## src/hwd_pkg.sv

```systemverilog
// hwd_pkg: shared types and constants of the tree-walk decoder.
// Used by every module under src; depends on nothing.
package hwd_pkg;

   localparam int NUM_SYMBOLS = 256;
   localparam int SYM_W = 8;
   localparam int PTR_W = 9;
   localparam int CHILD_W = 2 * PTR_W;
   localparam int NUM_NODES = NUM_SYMBOLS - 1;
   localparam logic [PTR_W-1:0] HEADER_BYTES = PTR_W'(2 * NUM_NODES);
   localparam logic [PTR_W-1:0] HEADER_LAST = PTR_W'(2 * NUM_NODES - 1);
   localparam logic [SYM_W-1:0] NODE_NONE = 8'hFF;

   typedef struct packed {
      logic [SYM_W-1:0] data_byte;
      logic             start_of_file;
   } req_type;

   typedef struct packed {
      logic [SYM_W-1:0] decoded_symbol;
      logic             last_of_byte;
   } rsp_type;

   typedef enum logic [1:0] {
      KIND_PAIR_FIRST,
      KIND_PAIR_SECOND,
      KIND_PAYLOAD
   } kind_type;

   // classified word handed from the front end to the back end
   typedef struct packed {
      kind_type         kind;
      logic             clear_slots;
      logic             pair_last;
      logic [SYM_W-1:0] node_idx;
      logic [SYM_W-1:0] data_byte;
   } cmd_type;

   // up to two result words written into the result queue per cycle
   typedef struct packed {
      logic [1:0] num;
      rsp_type    first;
      rsp_type    second;
   } rsp_push_type;

   typedef enum logic [1:0] {
      ST_IDLE,
      ST_PAIR_BUILD,
      ST_WALK
   } state_type;

   // 256..510 are internal nodes; 0..255 and 511 are leaves
   function automatic logic is_internal(input logic [PTR_W-1:0] ptr);
      return ptr[PTR_W-1] && (ptr[SYM_W-1:0] != NODE_NONE);
   endfunction

endpackage

```

## src/hwd_rsp_fifo.sv

```systemverilog
// hwd_rsp_fifo: four-entry result queue, up to two writes and one read a cycle.
// Depends on hwd_pkg.
module hwd_rsp_fifo (
   input  logic                  clock,
   input  logic                  reset,
   input  hwd_pkg::rsp_push_type rsp_push,
   output logic                  rsp_room,
   output logic                  rsp_empty,
   input  logic                  rsp_pop,
   output hwd_pkg::rsp_type      rsp_data
);

   hwd_pkg::rsp_type q_ff [4];
   logic [1:0]       wr_ptr_ff, rd_ptr_ff, wr_ptr_next;
   logic [2:0]       count_ff, count_in;
   logic             pop;

   assign rsp_empty   = (count_ff == 3'd0);
   assign rsp_room    = (count_ff <= 3'd2);
   assign pop         = rsp_pop && !rsp_empty;
   assign rsp_data    = q_ff[rd_ptr_ff];
   assign wr_ptr_next = wr_ptr_ff + 2'd1;
   assign count_in    = count_ff + {1'b0, rsp_push.num} - {2'b00, pop};

   always_ff @(posedge clock) begin
      if (reset) begin
         count_ff  <= '0;
         wr_ptr_ff <= '0;
         rd_ptr_ff <= '0;
      end else begin
         count_ff  <= count_in;
         wr_ptr_ff <= wr_ptr_ff + rsp_push.num;
         if (pop) begin
            rd_ptr_ff <= rd_ptr_ff + 2'd1;
         end
      end
   end

   always_ff @(posedge clock) begin
      if (rsp_push.num != 2'd0) begin
         q_ff[wr_ptr_ff] <= rsp_push.first;
      end
      if (rsp_push.num == 2'd2) begin
         q_ff[wr_ptr_next] <= rsp_push.second;
      end
   end

endmodule

```

## config.mk

```make
export PLATFORM = sky130hd
export DESIGN_NAME = hwd_rsp_fifo
export DESIGN_NICKNAME = d
export VERILOG_FILES = /design/src/hwd_pkg.sv /design/src/hwd_rsp_fifo.sv
export SDC_FILE = /design/constraint.sdc
export NUM_CORES = 1
export LEC_CHECK = 0
export ABC_AREA = 1
export BUFFER_PORTS_ARGS = -buffer_cell sky130_fd_sc_hd__buf_2
export CAP_MARGIN = 20
export CORE_MARGIN = 2
export CORE_UTILIZATION = 29
export DETAILED_ROUTE_END_ITERATION = 12
export MAX_ROUTING_LAYER = met4
export PLACE_DENSITY = 0.57
export SLEW_MARGIN = 40
export SYNTH_ARGS = -nofsm -noshare
export SYNTH_HDL_FRONTEND = slang
export SYNTH_SLANG_ARGS = --single-unit
```

## constraint.sdc

```tcl
create_clock -name clock -period 4.14 [get_ports clock]
set_input_delay 0.207 -clock clock [delete_from_list [all_inputs] [get_ports clock]]
set_output_delay 0.207 -clock clock [all_outputs]
set_load 0.01 [all_outputs]
```

==> flow_summary.toml <==
[run_status]
status = "completed"

[logic_synthesis]
synth_fa_ha_area_frac = 0.0289
yosys_warnings = 0
synthCells = 241
yosysUniqueCellTypes = 20
synth_top_area_frac = 0.446
synth_top_family_by_area = "compound AO/OA/AOI/OAI gates"
ys_seq_elements = 45
post-synth-top-area-cell = "edfxtp_1"
synthMuxAreaShare = 0
synthXorXnorAreaFrac = 0
synth_area_sq_um = 2420
synth_common_cells = "48 x nand2_1, 36 x edfxtp_1, 36 x o21ai_2"
async_flop_share = 0
synth.most_common_cell = "nand2_1"
ys_seq_area_frac = 0.520
synth_compound_area_frac = 0.213
syn_area_per_cell_sq_um = 10.1
synth_top_cells_by_area = "edfxtp_1 45%, o21ai_2 13%, dfxtp_1 7.4%, nand2_1 7.4%, nor2_1 4.3%"
synth_edf_count = 36
synth-simple-area-share = 0.161
synth_top_flop_cell = "edfxtp_1"
syn-num-nets = 269

[route]
avgViaCountPerCell = 4.58
drt_iter0_drc = 102
drc_errors = 0
first_pass_iters = 4
drt-wirelength-per-cell_microns = 13.2
final_antenna_net_count = 0
wl_microns = 5090
vias = 1759

[clock_tree]
cts_hold_buf = 0
cts_setup_buffers = 0
cts.sinks = 45
cts_resized = 0
cts_made_buffers = 5
clk_path_buf_depth = 2
path_clk_slew_ns = 0.09
h-tree-depth = 2
root_buffer = "clkbuf_8"
cts_tree = "built"
worstSkewPairLatency_ns = 0.30

[critical_path]
cp.required_ns = 3.93
critPathMaxStageDelay_ns = 0.76
startpoint_type = "register"
rrSetupSlack_ns = 2.27
rr_worst_depth = 12
r2r-end = "count_ff[2]$_SDFF_PP0_"
endpoint_kind = "output pin"
path_max_fanout = 19
path_class = "register to output pin"
cp_slowest_cell = "dfxtp_1"
crit_chain = "inv_1, o21ai_0, o22ai_1, buf_2"
critical_path_arrival_ns = 2.04
r2r_start = "count_ff[2]$_SDFF_PP0_"

[timing]
setup_slack_ns = 1.90
rsz0062_at_grt = "no"
setup_viol = 0
hold_viol = 0
relSlewSlack = 0.555
tns_ns = 0
fin_crit_sh = 0.542
finClkSkew_ns = 0.00637
fmax_mhz = 446
maxSlewViolCount = 0
fin_crit_ns = 2.24
max_slew.worst_pin.slew_ns = 0.667

[global_routing]
grt_pass1_vias = 1730
grt_max_degree = 20
globalRouteOverflowTotal = 0
antenna_found_initial = 0
grt.total_usage = 0.130
grt_pass1_wl_microns = 8590

[layout]
drive_gt1_frac = 0.319
fin_util = 0.343
area_growth_pct = 15.8
n_antenna_cell = 0
final_nets = 306

[power_and_ir_drop]
leakage_nw = 1.18
p_per_area_nw_per_um2 = 494
irDropWorstVdd_uv = 165

[worst_hold_path]
min_path_type = "primary input to register"
worstHoldStart = "reset"
holdPathStages = 2
min_to = "count_ff[0]$_SDFF_PP0_"

[floorplan]
core_sq_um = 8180
fp.dieH_microns = 95.4
floorplan.initialDensity = 0.296
core.rowCount = 33
die_x_microns = 95.4
dieArea_sq_um = 9100
pin_count = 34

[placement]
dpl.hpwl_microns = 3550
pre_cts_slack_ns = 2.21
io_buffers = 33
finalWeightedCongestion = 0.782

[run]
cap_violations = 0
## worst max-delay path by stage
stage / from / endpoint / slack, ns / cells after the start
detailed placement: register / rsp_data[1] / 2.21 / 4
finish: register / rsp_data[8] / 1.90 / 4
global placement: register / rsp_data[1] / 2.28 / 4
CTS: register / rsp_data[8] / 1.86 / 4
floorplan: wr_ptr_ff[0]$_SDFF_PP0_ / q_ff[3][0]$_DFFE_PP_ / 2.33 / 2
global route: register / rsp_data[8] / 1.71 / 4
## registers in the layout, summed over array words and instances (netlist names), named ones only
signal,cells
wr_ptr_ff,2
count_ff,3
q_ff,36
rd_ptr_ff,2
## kinds of logic (layout without fill, tap and decap cells)
family                   Yosys count  in the layout
AND/OR/NAND/NOR                   84             84
AO/OA/AOI/OAI                     72             72
flip-flops                        45             45
buffers and inverters             35             73
adder cells (fa/ha/maj)            5              5
## worst max-delay path: cells and delay by family, from the launching register on
family,cells,cell delay [ns]
AO/OA/AOI/OAI,2,0.39
flip-flops,1,0.76
buffers and inverters,2,0.59
## cells in the final DEF, fill, tap and decap left out
cell type / instances
nor2_1: 28
clkbuf_8: 5
inv_6: 1
fa_1: 1
nand3_4: 4
bufinv_16: 2
dfxtp_1: 9
ha_1: 4
inv_2: 3
inv_1: 25
buf_2: 33
o21ai_0: 18
nand2_1: 48
nand3_1: 3
o21ai_2: 36
a21oi_1: 5
o31ai_1: 4
buf_4: 4
edfxtp_1: 36
nor2_8: 1
o22ai_1: 9
## final cells by class
| type | instances | area [sq um] |
|---|---|---|
| repair buffers | 37 | 195 |
| well taps | 105 | 131 |
| inverters | 28 | 105 |
| clock buffers | 5 | 68.8 |
| flip-flops and latches | 45 | 1260 |
| fillers | 839 | 5370 |
| multi-input cells | 161 | 977 |
| clock inverters | 3 | 68.8 |
## metal layers
metal	up-vias	wire length (microns)	GRT usage
met1	817	2280	0.161
li1	898	-	-
met3	4	211	0.0292
met2	40	2540	0.212
met5	-	0	-
met4	0	53	0.0393
## power by group
| group | total, mW | internal (mW) | switching (mW) | leakage (nW) |
|---|---|---|---|---|
| Clock | 0.402 | 0.243 | 0.159 | 0.0687 |
| Combinational | 0.386 | 0.147 | 0.238 | 0.697 |
| Sequential | 0.599 | 0.554 | 0.0456 | 0.413 |
## per-stage QoR
step	cells	hold slack [ns]	total power [mW]	cell area, sq um
after global routing	384	0.106	1.49	2810
after CTS	384	0.116	1.40	2810
after floorplan	241	0.274	0.871	2420
final	384	0.110	1.39	2810
after global placement	376	0.434	0.991	2670
after detailed placement	376	0.442	1.01	2670
(Power assumes the default switching activity.)
