## src/hwd_pkg.sv

```systemverilog
// hwd_pkg: shared types and constants of the tree-walk decoder.
// Used by every module under src; depends on nothing.
package hwd_pkg;

   localparam int NUM_SYMBOLS = 256;
   localparam int SYM_W = 8;
   localparam int PTR_W = 9;
   localparam int CHILD_W = 2 * PTR_W;
   localparam int NUM_NODES = NUM_SYMBOLS - 1;
   localparam logic [PTR_W-1:0] HEADER_BYTES = PTR_W'(2 * NUM_NODES);
   localparam logic [PTR_W-1:0] HEADER_LAST = PTR_W'(2 * NUM_NODES - 1);
   localparam logic [SYM_W-1:0] NODE_NONE = 8'hFF;

   typedef struct packed {
      logic [SYM_W-1:0] data_byte;
      logic             start_of_file;
   } req_type;

   typedef struct packed {
      logic [SYM_W-1:0] decoded_symbol;
      logic             last_of_byte;
   } rsp_type;

   typedef enum logic [1:0] {
      KIND_PAIR_FIRST,
      KIND_PAIR_SECOND,
      KIND_PAYLOAD
   } kind_type;

   // classified word handed from the front end to the back end
   typedef struct packed {
      kind_type         kind;
      logic             clear_slots;
      logic             pair_last;
      logic [SYM_W-1:0] node_idx;
      logic [SYM_W-1:0] data_byte;
   } cmd_type;

   // up to two result words written into the result queue per cycle
   typedef struct packed {
      logic [1:0] num;
      rsp_type    first;
      rsp_type    second;
   } rsp_push_type;

   typedef enum logic [1:0] {
      ST_IDLE,
      ST_PAIR_BUILD,
      ST_WALK
   } state_type;

   // 256..510 are internal nodes; 0..255 and 511 are leaves
   function automatic logic is_internal(input logic [PTR_W-1:0] ptr);
      return ptr[PTR_W-1] && (ptr[SYM_W-1:0] != NODE_NONE);
   endfunction

endpackage

```

## src/hwd_front.sv

```systemverilog
// hwd_front: header byte counter, word classifier and two-entry command queue.
// Depends on hwd_pkg.
module hwd_front (
   input  logic              clock,
   input  logic              reset,
   input  logic              req_push,
   output logic              req_full,
   input  hwd_pkg::req_type  req_data,
   output logic              cmd_valid,
   output hwd_pkg::cmd_type  cmd,
   input  logic              cmd_pop
);

   logic [hwd_pkg::PTR_W-1:0] hdr_count_ff, hdr_count_in;
   logic [hwd_pkg::PTR_W-1:0] cur_count;
   hwd_pkg::cmd_type          q_ff [2];
   hwd_pkg::cmd_type          new_cmd;
   logic                      wr_ptr_ff, rd_ptr_ff;
   logic [1:0]                count_ff, count_in;
   logic                      push, pop;

   assign req_full  = (count_ff == 2'd2);
   assign push      = req_push && !req_full;
   assign pop       = cmd_pop && (count_ff != 2'd0);
   assign cmd_valid = (count_ff != 2'd0);
   assign cmd       = q_ff[rd_ptr_ff];

   // start of file restarts the header count before this word is classified
   assign cur_count = req_data.start_of_file ? '0 : hdr_count_ff;

   always_comb begin
      new_cmd.clear_slots = req_data.start_of_file;
      new_cmd.data_byte   = req_data.data_byte;
      new_cmd.node_idx    = cur_count[hwd_pkg::PTR_W-1:1];
      new_cmd.pair_last   = (cur_count == hwd_pkg::HEADER_LAST);
      hdr_count_in        = hdr_count_ff;
      if (cur_count < hwd_pkg::HEADER_BYTES) begin
         new_cmd.kind = cur_count[0] ? hwd_pkg::KIND_PAIR_SECOND : hwd_pkg::KIND_PAIR_FIRST;
         if (push) begin
            hdr_count_in = cur_count + 9'd1;
         end
      end else begin
         new_cmd.kind = hwd_pkg::KIND_PAYLOAD;
      end
      count_in = count_ff + {1'b0, push} - {1'b0, pop};
   end

   always_ff @(posedge clock) begin
      if (reset) begin
         hdr_count_ff <= '0;
         wr_ptr_ff    <= 1'b0;
         rd_ptr_ff    <= 1'b0;
         count_ff     <= '0;
      end else begin
         hdr_count_ff <= hdr_count_in;
         count_ff     <= count_in;
         if (push) begin
            wr_ptr_ff <= !wr_ptr_ff;
         end
         if (pop) begin
            rd_ptr_ff <= !rd_ptr_ff;
         end
      end
   end

   always_ff @(posedge clock) begin
      if (push) begin
         q_ff[wr_ptr_ff] <= new_cmd;
      end
   end

endmodule

```

## config.mk

```make
export PLATFORM = sky130hd
export DESIGN_NAME = hwd_front
export DESIGN_NICKNAME = d
export VERILOG_FILES = /design/src/hwd_pkg.sv /design/src/hwd_front.sv
export SDC_FILE = /design/constraint.sdc
export NUM_CORES = 1
export LEC_CHECK = 0
export ABC_CLOCK_PERIOD_IN_PS = 4290
export BUFFER_PORTS_ARGS = -buffer_cell sky130_fd_sc_hd__buf_2
export CORE_MARGIN = 3
export CORE_UTILIZATION = 60
export DETAILED_ROUTE_END_ITERATION = 8
export MAX_ROUTING_LAYER = met4
export PLACE_DENSITY_LB_ADDON = 0.1
export SETUP_SLACK_MARGIN = 0.4
export SYNTH_ARGS = -nofsm -noshare
export SYNTH_HDL_FRONTEND = slang
export SYNTH_SLANG_ARGS = --single-unit
```

## constraint.sdc

```tcl
create_clock -name clock -period 4.29 [get_ports clock]
set_input_delay 0.858 -clock clock [delete_from_list [all_inputs] [get_ports clock]]
set_output_delay 0.858 -clock clock [all_outputs]
set_load 0.005 [all_outputs]
```

==> impl_metrics.env, run 1 <==
export IMPL_die_w_um=67.5
export IMPL_hold_viol=0
export IMPL_cts_max_level=2
export IMPL_post_cts_buffers=0
export IMPL_critPathRequiredTime_ns=3.43
export IMPL_rsz0062_at_grt="no"
export IMPL_grt_overflow=0
export IMPL_endpoint="cmd[18]"
export IMPL_drt_initial_drc_count=158
export IMPL_timing_rr_end="hdr_count_ff[1]"
export IMPL_fin_crit_ns=2.59
export IMPL_ant_nets=0
export IMPL_rows=21
export IMPL_end_kind="output port"
export IMPL_switching_share_pct=25.5
export IMPL_whs_ns=0.516
export IMPL_yosysTopAreaCellShare_pct=53.0
export IMPL_dpl_cell_area_um2=2460
export IMPL_die_area_um2=4550
export IMPL_setup_viol=0
export IMPL_syn_inst=163
export IMPL_cts_root_buf="clkbuf_8"
export IMPL_coreArea_um2=3490
export IMPL_power_internal_uw=973
export IMPL_syn_to_final_growth_pct=13.4
export IMPL_globalplace_congestion=0.956
export IMPL_cts_hold_buf=0
export IMPL_via_per_inst=5.79
export IMPL_antenna_found_initial=0
export IMPL_wl_per_cell_um=16.0
export IMPL_powerDensity_nw_per_um2=508
export IMPL_drc=0
export IMPL_tightest_slew_ns=0.882
export IMPL_relSlewSlack_pct=41.2
export IMPL_p_leak_uw=0.000949
export IMPL_layout_commonest_cell="edfxtp_1"
export IMPL_seq_power_share_pct=53.2
export IMPL_cts_tree="done"
export IMPL_clock_sinks=54
export IMPL_maxCapViolations=0
export IMPL_port_buffers=34
export IMPL_final_nets=211
export IMPL_cts_max_path_buffers=2
export IMPL_synthesis_area_um2=2270
export IMPL_min_period_over_period_pct=60.4
export IMPL_hold_class="reg -> reg"
export IMPL_final_util_pct=73.5
export IMPL_irDropWorstVdd_uv=341
export IMPL_final_cell_mix="edfxtp_1 (40), buf_2 (34), mux2_2 (20)"
export IMPL_max_freq_ghz=0.386
export IMPL_vias=1413
export IMPL_synth_warnings=0
export IMPL_p_clk_share_pct=24.9
export IMPL_finalInstanceArea_um2=2570
export IMPL_instances_no_fill=244
export IMPL_rrSetupSlack_ns=2.52
export IMPL_critPathKind="reg -> out"
export IMPL_cts_buffers=5
export IMPL_outcome="finished clean"
export IMPL_path_clk_slew_ns=0.08
export IMPL_grt_util_all_layers_pct=19.9
export IMPL_reg2reg_depth=5
export IMPL_drive_gt1_share_pct=34.8
export IMPL_antenna_cells=0
export IMPL_cts_resized=0
export IMPL_grt_max_degree=24
export IMPL_finalClockSkew_ns=0.00427
export IMPL_pwr_share_comb_pct=21.9
export IMPL_synth_seq_cells=54
export IMPL_ios=35
export IMPL_synth_top_cell_by_area="edfxtp_1"
export IMPL_fillers=235
export IMPL_p_switching_uw=333
export IMPL_synth_fp_nets=177
export IMPL_synth_area_per_cell_um2=13.9
export IMPL_setup_tns_ns=0
export IMPL_dp_hpwl_mm=2.74
export IMPL_yosys_top_cells_area="edfxtp_1 (53%), dfxtp_1 (12%), mux2_2 (9.9%)"
export IMPL_arrival_ns=1.73
export IMPL_synth_seq_area_share_pct=65.3
export IMPL_wl_mm=3.91
export IMPL_startpoint_type="flip-flop"
export IMPL_insertion_delay_ns=0.29
export IMPL_r2r_start="hdr_count_ff[2]"
export IMPL_grt_pass1_wl_mm=6.36
export IMPL_dp_cells=236
export IMPL_worstPathMaxFanout=20
export IMPL_firstDrtPassIters=4
export IMPL_die_h_um=67.5
export IMPL_finalMaxSlewViolations=0
export IMPL_synth_cell_type_count=40
export IMPL_grt_pass1_vias=1344
export IMPL_initial_utilization_pct=64.9
[sequential cells by signal (all words and copies together) (netlist names), named ones only]
name / count
q_ff: 40
hdr_count_ff: 9
count_ff: 2
rd_ptr_ff: 1
wr_ptr_ff: 1
[layout make-up]
class                           instances  area (um^2)  share of cell area [%]
Sequential cell                        54         1480                    57.6
Tap cell                               46         57.6                    2.24
Clock buffer                            6         72.6                    2.82
Multi-Input combinational cell         96          724                    28.2
Timing Repair Buffer                   35          178                    6.91
Inverter                                5         18.8                   0.730
Clock inverter                          2         37.5                    1.46
[cell usage after synthesis]
cell type	n
edfxtp_1	40
mux2_2	20
dfxtp_1	14
nor2_1	10
nor2b_1	8
nand2_1	6
clkbuf_1	5
o311ai_0	5
inv_1	4
nor3_1	4
a21oi_1	3
a41oi_1	3
and3_1	3
o41ai_1	3
or2_2	3
a211oi_1	2
a31oi_1	2
nand2b_1	2
nand3_1	2
o31ai_1	2
xnor2_1	2
xor2_1	2
a21bo_2	1
a311oi_1	1
and2_0	1
and2_1	1
and3b_1	1
buf_2	1
buf_4	1
buf_6	1
ha_1	1
inv_2	1
mux2i_1	1
nand3b_1	1
nand4b_1	1
nor2_2	1
nor4bb_1	1
o21a_1	1
or3_1	1
or4_4	1
[worst min-delay path by stage]
| stage | startpoint | endpoint | slack [ns] | depth (start not counted) |
|---|---|---|---|---|
| 6_report | rd_ptr_ff | flip-flop | 0.52 | 2 |
| 5_1_grt | rd_ptr_ff | flip-flop | 0.56 | 2 |
| 4_1_cts | rd_ptr_ff | flip-flop | 0.52 | 2 |
| 3_5_place_dp | rd_ptr_ff | flip-flop | 0.50 | 2 |
| 3_3_place_gp | rd_ptr_ff | rd_ptr_ff | 0.50 | 2 |
| 2_1_floorplan | hdr_count_ff[3] | hdr_count_ff[3] | 0.47 | 1 |
[worst max-delay path, stage by stage (launching register included)]
cell and delay [ns]:
dfxtp_1 0.88, mux2_2 0.42, buf_2 0.13
[power by group through the flow]
stage,registers (uW),clock network (uW),logic [uW]
2_1_floorplan,675,0,207
3_3_place_gp,701,0,280
5_1_grt,704,360,317
6_report,694,325,286
3_5_place_dp,707,0,289
4_1_cts,696,332,290
[kinds of logic (layout without fill, tap and decap cells)]
kind of cell	count (synthesis)	after routing	share of synthesized area [%]
flops	54	54	65.3
simple gates	47	47	11.5
compound gates	23	23	7.95
mux	21	21	10.4
buf+inv	13	48	2.70
xor+xnor	4	4	1.55
fa+ha+maj	1	1	0.552
[stage by stage]
step                      setup WS, ns  total power, uW
after global placement            1.89              981
after floorplan                   1.97              882
final                             1.70             1310
after CTS                         1.66             1320
after detailed placement          1.81              996
after global routing              1.59             1380
[metal layers]
| metal | share of wire (%) | GRT usage, % |
|---|---|---|
| met1 | 41 | 23.8 |
| met2 | 53 | 33.4 |
| met5 | 0 | - |
| met4 | 0.64 | 7.59 |
| met3 | 5.2 | 3.66 |
Note: power is estimated with default switching activity, not from simulation.
==> run 2: changes to the inputs <==
- ABC_AREA: default -> 1
- ABC_CLOCK_PERIOD_IN_PS: 4290 -> 2600
- CORE_UTILIZATION: 60 -> 55
- clock period: 4.29 -> 2.6 ns (I/O delays scaled with it)
==> run 2 against run 1 <==
  * Final cell count is 16% higher
  * Design area barely moved
  * Area after synthesis shrank 0.44%
  * Synthesized cell count increased by 18%
  * Routed wire length shrank 4.1%
  * First-iteration DRC count shrank 68%
  * Die area is 7.8% higher
  * Hold slack worse by 0.11 ns
  * Non-clock buffer count increased by 2
  * Combinational power increased by 90%
  * Count of clock-buffer cells in the layout is 1 lower
  * Largest cell class unchanged
  * Largest power group unchanged
==> impl_metrics.env, run 2 <==
export IMPL_yosysTopAreaCellShare_pct=53.2
export IMPL_p_leak_uw=0.00106
export IMPL_drive_gt1_share_pct=31.2
export IMPL_syn_to_final_growth_pct=13.8
export IMPL_rsz0062_at_grt="no"
export IMPL_firstDrtPassIters=4
export IMPL_clock_sinks=54
export IMPL_irDropWorstVdd_uv=532
export IMPL_powerDensity_nw_per_um2=828
export IMPL_grt_overflow=0
export IMPL_critPathKind="reg -> out"
export IMPL_synth_area_per_cell_um2=11.7
export IMPL_grt_util_all_layers_pct=16.4
export IMPL_relSlewSlack_pct=79.5
export IMPL_timing_rr_end="count_ff[1]"
export IMPL_largest_reg_flops=40
export IMPL_via_per_inst=5.20
export IMPL_min_from="req_data[2]"
export IMPL_dp_cells=274
export IMPL_top_register="q_ff"
export IMPL_cts_root_buf="clkbuf_8"
export IMPL_synth_fp_nets=207
export IMPL_startpoint_type="flip-flop"
export IMPL_synth_top_family_by_area="simple AND/OR/NAND/NOR gates"
export IMPL_ios=35
export IMPL_wl_per_cell_um=13.3
export IMPL_cts_hold_buf=0
export IMPL_die_w_um=70.1
export IMPL_setup_tns_ns=0
export IMPL_syn_inst=193
export IMPL_port_buffers=34
export IMPL_dp_hpwl_mm=2.67
export IMPL_crit_chain="buf_4, mux2_2, buf_2"
export IMPL_outcome="finished clean"
export IMPL_top_regs="q_ff x40, hdr_count_ff x9, count_ff x2"
export IMPL_drc=0
export IMPL_finalClockSkew_ns=0.00754
export IMPL_cts_resized=0
export IMPL_yosys_area_share_simple_pct=13.3
export IMPL_cts_max_level=2
export IMPL_final_cell_mix="nand2_1 (40), edfxtp_1 (40), buf_2 (34)"
export IMPL_path_clk_slew_ns=0.09
export IMPL_grt_pass1_wl_mm=6.22
export IMPL_drt_initial_drc_count=50
export IMPL_post_cts_buffers=0
export IMPL_cts_tree="done"
export IMPL_max_freq_ghz=0.524
export IMPL_coreArea_um2=3800
export IMPL_synth_cell_type_count=22
export IMPL_synth_seq_cells=54
export IMPL_die_h_um=70.1
export IMPL_hold_end="q_ff[0][1]"
export IMPL_synthesis_area_um2=2260
export IMPL_die_area_um2=4910
export IMPL_hold_class="in -> reg"
export IMPL_muxShareOfSynthArea_pct=9.98
export IMPL_critPathRequiredTime_ns=2.08
export IMPL_synth_adder_area_share_pct=0.554
export IMPL_grt_max_degree=22
export IMPL_min_period_over_period_pct=73.4
export IMPL_tightest_slew_ns=0.305
export IMPL_grt_pass1_vias=1431
export IMPL_rows=22
export IMPL_insertion_delay_ns=0.30
export IMPL_globalplace_congestion=0.905
export IMPL_final_nets=247
export IMPL_synth_warnings=0
export IMPL_setup_viol=0
export IMPL_ant_nets=0
export IMPL_rrSetupSlack_ns=1.01
export IMPL_synth_edf_count=40
export IMPL_vias=1465
export IMPL_antenna_found_initial=0
export IMPL_synth_seq_area_share_pct=65.6
export IMPL_wl_mm=3.75
export IMPL_worstPathMaxFanout=20
export IMPL_synthArstFlopShare_pct=0
export IMPL_min_path_cells=1
export IMPL_synth_top_cell_by_area="edfxtp_1"
export IMPL_synth_common_cells="edfxtp_1 (40), nand2_1 (40), inv_1 (20), mux2_2 (20), dfxtp_1 (14)"
export IMPL_synth_xor_area_share_pct=0.776
export IMPL_critPathSlowestCell="mux2_2"
export IMPL_antenna_cells=0
export IMPL_r2r_start="count_ff[1]"
export IMPL_critical_path_max_stage_delay_ns=0.37
export IMPL_cts_buffers=5
export IMPL_yosys_top_cells_area="edfxtp_1 (53%), dfxtp_1 (12%), mux2_2 (10%)"
export IMPL_maxCapViolations=0
export IMPL_fin_crit_ns=1.91
export IMPL_synthFlopType="edfxtp_1"
export IMPL_reg2reg_depth=9
export IMPL_initial_utilization_pct=59.4
export IMPL_cts_max_path_buffers=2
export IMPL_finalMaxSlewViolations=0
export IMPL_power_uw=2130
export IMPL_end_kind="output port"
export IMPL_instances_no_fill=282
export IMPL_synth_compound_area_share_pct=4.66
export IMPL_arrival_ns=1.39
export IMPL_hold_viol=0
## run 2: cells by family after synthesis
family          count (synthesis)
mux                            20
xor+xnor                        2
flops                          54
fa+ha+maj                       1
buf+inv                        26
simple gates                   69
compound gates                 21
## run 2: report_power, final
group	total [uW]	leakage (uW)	internal [uW]	switching [uW]
sequential	1140	0.000496	1080	54.7
combinational	543	0.000526	259	284
clock	448	0.0000422	190	258
total	2130	0.00106	1530	597
## run 2: cell type report
type                            instances  area [um^2]
Multi-Input combinational cell        113          663
Sequential cell                        54         1480
Timing Repair Buffer                   37          193
Tap cell                               48         60.1
Clock buffer                            5         68.8
Inverter                               22         82.6
Clock inverter                          3         20.0
Fill cell                             294         1230
## run 2: worst max path at each step
stage,start,end,cells after the start
4_1_cts,flip-flop,cmd[13],3
6_report,flip-flop,cmd[13],3
3_3_place_gp,req_data[0],hdr_count_ff[4],9
5_1_grt,flip-flop,cmd[10],3
3_5_place_dp,req_data[0],hdr_count_ff[4],10
2_1_floorplan,req_push,q_ff[1][0],2
## run 2: per-layer routing
metal  vias to the layer above  global-route usage (%)  wire [um]
met5                         -                       -          0
met4                         0                    5.74         44
met3                         4                    4.03        197
met2                        34                    28.4       1890
met1                       697                    18.6       1620
li1                        730                       -          -
## run 2: worst max-delay path: cells and delay by family, from the launching register on
kind,cells,cell delay (ns)
buf+inv,2,0.40
flops,1,0.32
mux,1,0.37
## run 2: metrics by stage
step / utilization (%) / instance area (um^2) / worst slack (ns) / hold WS (ns)
finish: 67.6 / 2570 / 0.691 / 0.402
global route: 67.6 / 2570 / 0.625 / 0.388
CTS: 67.6 / 2570 / 0.673 / 0.393
detailed placement: 65.3 / 2480 / 0.766 / 0.447
global placement: 65.3 / 2480 / 0.892 / 0.438
floorplan: - / 2260 / 0.683 / 0.426
==> run 3: changes to the inputs <==
- ABC_CLOCK_PERIOD_IN_PS: 2600 -> 1750
- CORE_UTILIZATION: 55 -> 50
- clock period: 2.6 -> 1.75 ns (I/O delays scaled with it)
==> run 3 against run 2 <==
  * Clock power up 81%
  * Die area up 9.1%
  * Total power up 76%
  * Critical path type unchanged
  * Largest power group unchanged
==> impl_metrics.env, run 3 (synthesis gave the netlist of run 2 again) <==
export IMPL_coreArea_um2=4170
export IMPL_drt_initial_drc_count=102
export IMPL_insertion_delay_ns=0.30
export IMPL_min_period_over_period_pct=95.6
export IMPL_critPathKind="reg -> out"
export IMPL_reg2reg_depth=9
export IMPL_hold_class="in -> reg"
export IMPL_wl_per_cell_um=14.8
export IMPL_ant_nets=0
export IMPL_startpoint_type="flip-flop"
export IMPL_hold_end="q_ff[1][0]"
export IMPL_firstDrtPassIters=4
export IMPL_wl_mm=4.41
export IMPL_top_register="q_ff"
export IMPL_die_h_um=73.2
export IMPL_grt_util_all_layers_pct=17.2
export IMPL_drc=0
export IMPL_final_cell_mix="edfxtp_1 (40), nand2_1 (36), buf_2 (33)"
export IMPL_rows=23
export IMPL_grt_max_degree=22
export IMPL_outcome="finished clean"
export IMPL_cts_buffers=5
export IMPL_tightest_slew_ns=0.268
export IMPL_dpl_worst_slack_ns=0.199
export IMPL_die_area_um2=5360
export IMPL_rsz0062_at_grt="yes"
export IMPL_arrival_ns=1.32
export IMPL_via_per_inst=5.03
export IMPL_power_uw=3740
export IMPL_cts_max_path_buffers=2
export IMPL_fin_crit_ns=1.67
export IMPL_powerDensity_nw_per_um2=1300
export IMPL_maxCapViolations=0
export IMPL_finalClockSkew_ns=0.00491
export IMPL_top_regs="q_ff x40, hdr_count_ff x9, count_ff x2"
export IMPL_min_path_cells=1
export IMPL_hold_viol=0
export IMPL_relSlewSlack_pct=82.1
export IMPL_cts_max_level=2
export IMPL_grt_pass1_vias=1483
export IMPL_finalMaxSlewViolations=0
export IMPL_largest_reg_flops=40
export IMPL_syn_to_final_growth_pct=27.2
export IMPL_final_util_pct=68.8
export IMPL_timing_rr_end="count_ff[1]"
export IMPL_antenna_cells=0
export IMPL_vias=1499
export IMPL_p_leak_uw=0.00117
export IMPL_dp_hpwl_mm=2.85
export IMPL_drive_gt1_share_pct=45.6
export IMPL_port_buffers=34
export IMPL_die_w_um=73.2
export IMPL_final_nets=261
export IMPL_rrSetupSlack_ns=0.31
export IMPL_setup_ws_ns=0.0776
export IMPL_cts_tree="done"
export IMPL_layout_commonest_cell="edfxtp_1"
export IMPL_ios=35
export IMPL_max_freq_ghz=0.598
export IMPL_irDropWorstVdd_uv=1270
export IMPL_globalplace_congestion=0.875
export IMPL_grt_overflow=0
export IMPL_initial_utilization_pct=54.1
export IMPL_setup_tns_ns=0
export IMPL_clock_sinks=54
export IMPL_path_clk_slew_ns=0.09
export IMPL_setup_viol=0
export IMPL_end_kind="output port"
export IMPL_min_from="req_data[1]"
export IMPL_worstPathMaxFanout=10
export IMPL_grt_pass1_wl_mm=6.68
export IMPL_r2r_start="count_ff[0]"
export IMPL_cts_root_buf="clkbuf_8"
export IMPL_antenna_found_initial=0
export IMPL_critPathRequiredTime_ns=1.40
[run 3: cell count changes in the layout (fill, tap and decap cells not counted), moves of 4 or more]
cell     previous run  this run
dfxtp_1            14         4
buf_4               3        11
dfxtp_2             0         5
dfxtp_4             0         5
buf_6               0         4
inv_1              20        16
nand2_1            40        36
[run 3: timing repair]
action	in CTS	in global routing
gates resized for setup	13	22
pin swaps	7	10
cloned	1	0
setup buffers	6	6
hold buffers	0	0
setup endpoints to repair	29	71
[run 3: per-stage QoR]
| step | hold WS (ns) | std cells | cell area, um^2 |
|---|---|---|---|
| floorplan | 0.414 | 193 | 2290 |
| global placement | 0.437 | 277 | 2530 |
| detailed placement | 0.443 | 277 | 2530 |
| CTS | 0.221 | 292 | 2760 |
| global route | 0.213 | 298 | 2870 |
| finish | 0.231 | 298 | 2870 |
[run 3: worst max-delay path, stage by stage (launching register included)]
cell and delay, ns:
dfxtp_4 0.41, buf_12 0.14, mux2_2 0.34, buf_2 0.13
[run 3: area by class of cell]
type	count	area (um^2)
Tap cell	50	62.6
Multi-Input combinational cell	113	746
Clock inverter	2	37.5
Clock buffer	6	72.6
Sequential cell	54	1510
Fill cell	299	1300
Inverter	22	86.3
Timing Repair Buffer	51	360
[run 3: power by group]
| part | switching, uW | total (uW) | internal [uW] |
|---|---|---|---|
| sequential | 116 | 1740 | 1620 |
| combinational | 554 | 1200 | 642 |
| clock | 382 | 809 | 427 |
| total | 1050 | 3740 | 2690 |
[run 3: how the worst max path moves through the flow]
stage	end	slack [ns]	cells after the start
after floorplan	q_ff[0][0]	0.36	3
after global placement	hdr_count_ff[4]	0.28	9
after detailed placement	hdr_count_ff[6]	0.20	9
after CTS	cmd[9]	0.06	3
after global routing	cmd[11]	0.03	3
final	cmd[9]	0.08	3
[run 3: layer usage]
| layer | GRT usage [%] | wire length, um | up-vias | part of all wire (%) |
|---|---|---|---|---|
| met1 | 20.3 | 1940 | 682 | 44 |
| met2 | 28.5 | 2110 | 45 | 48 |
| met4 | 5.74 | 57 | 0 | 1.3 |
| met5 | - | 0 | - | 0 |
| li1 | - | - | 765 | - |
| met3 | 4.41 | 303 | 7 | 6.9 |
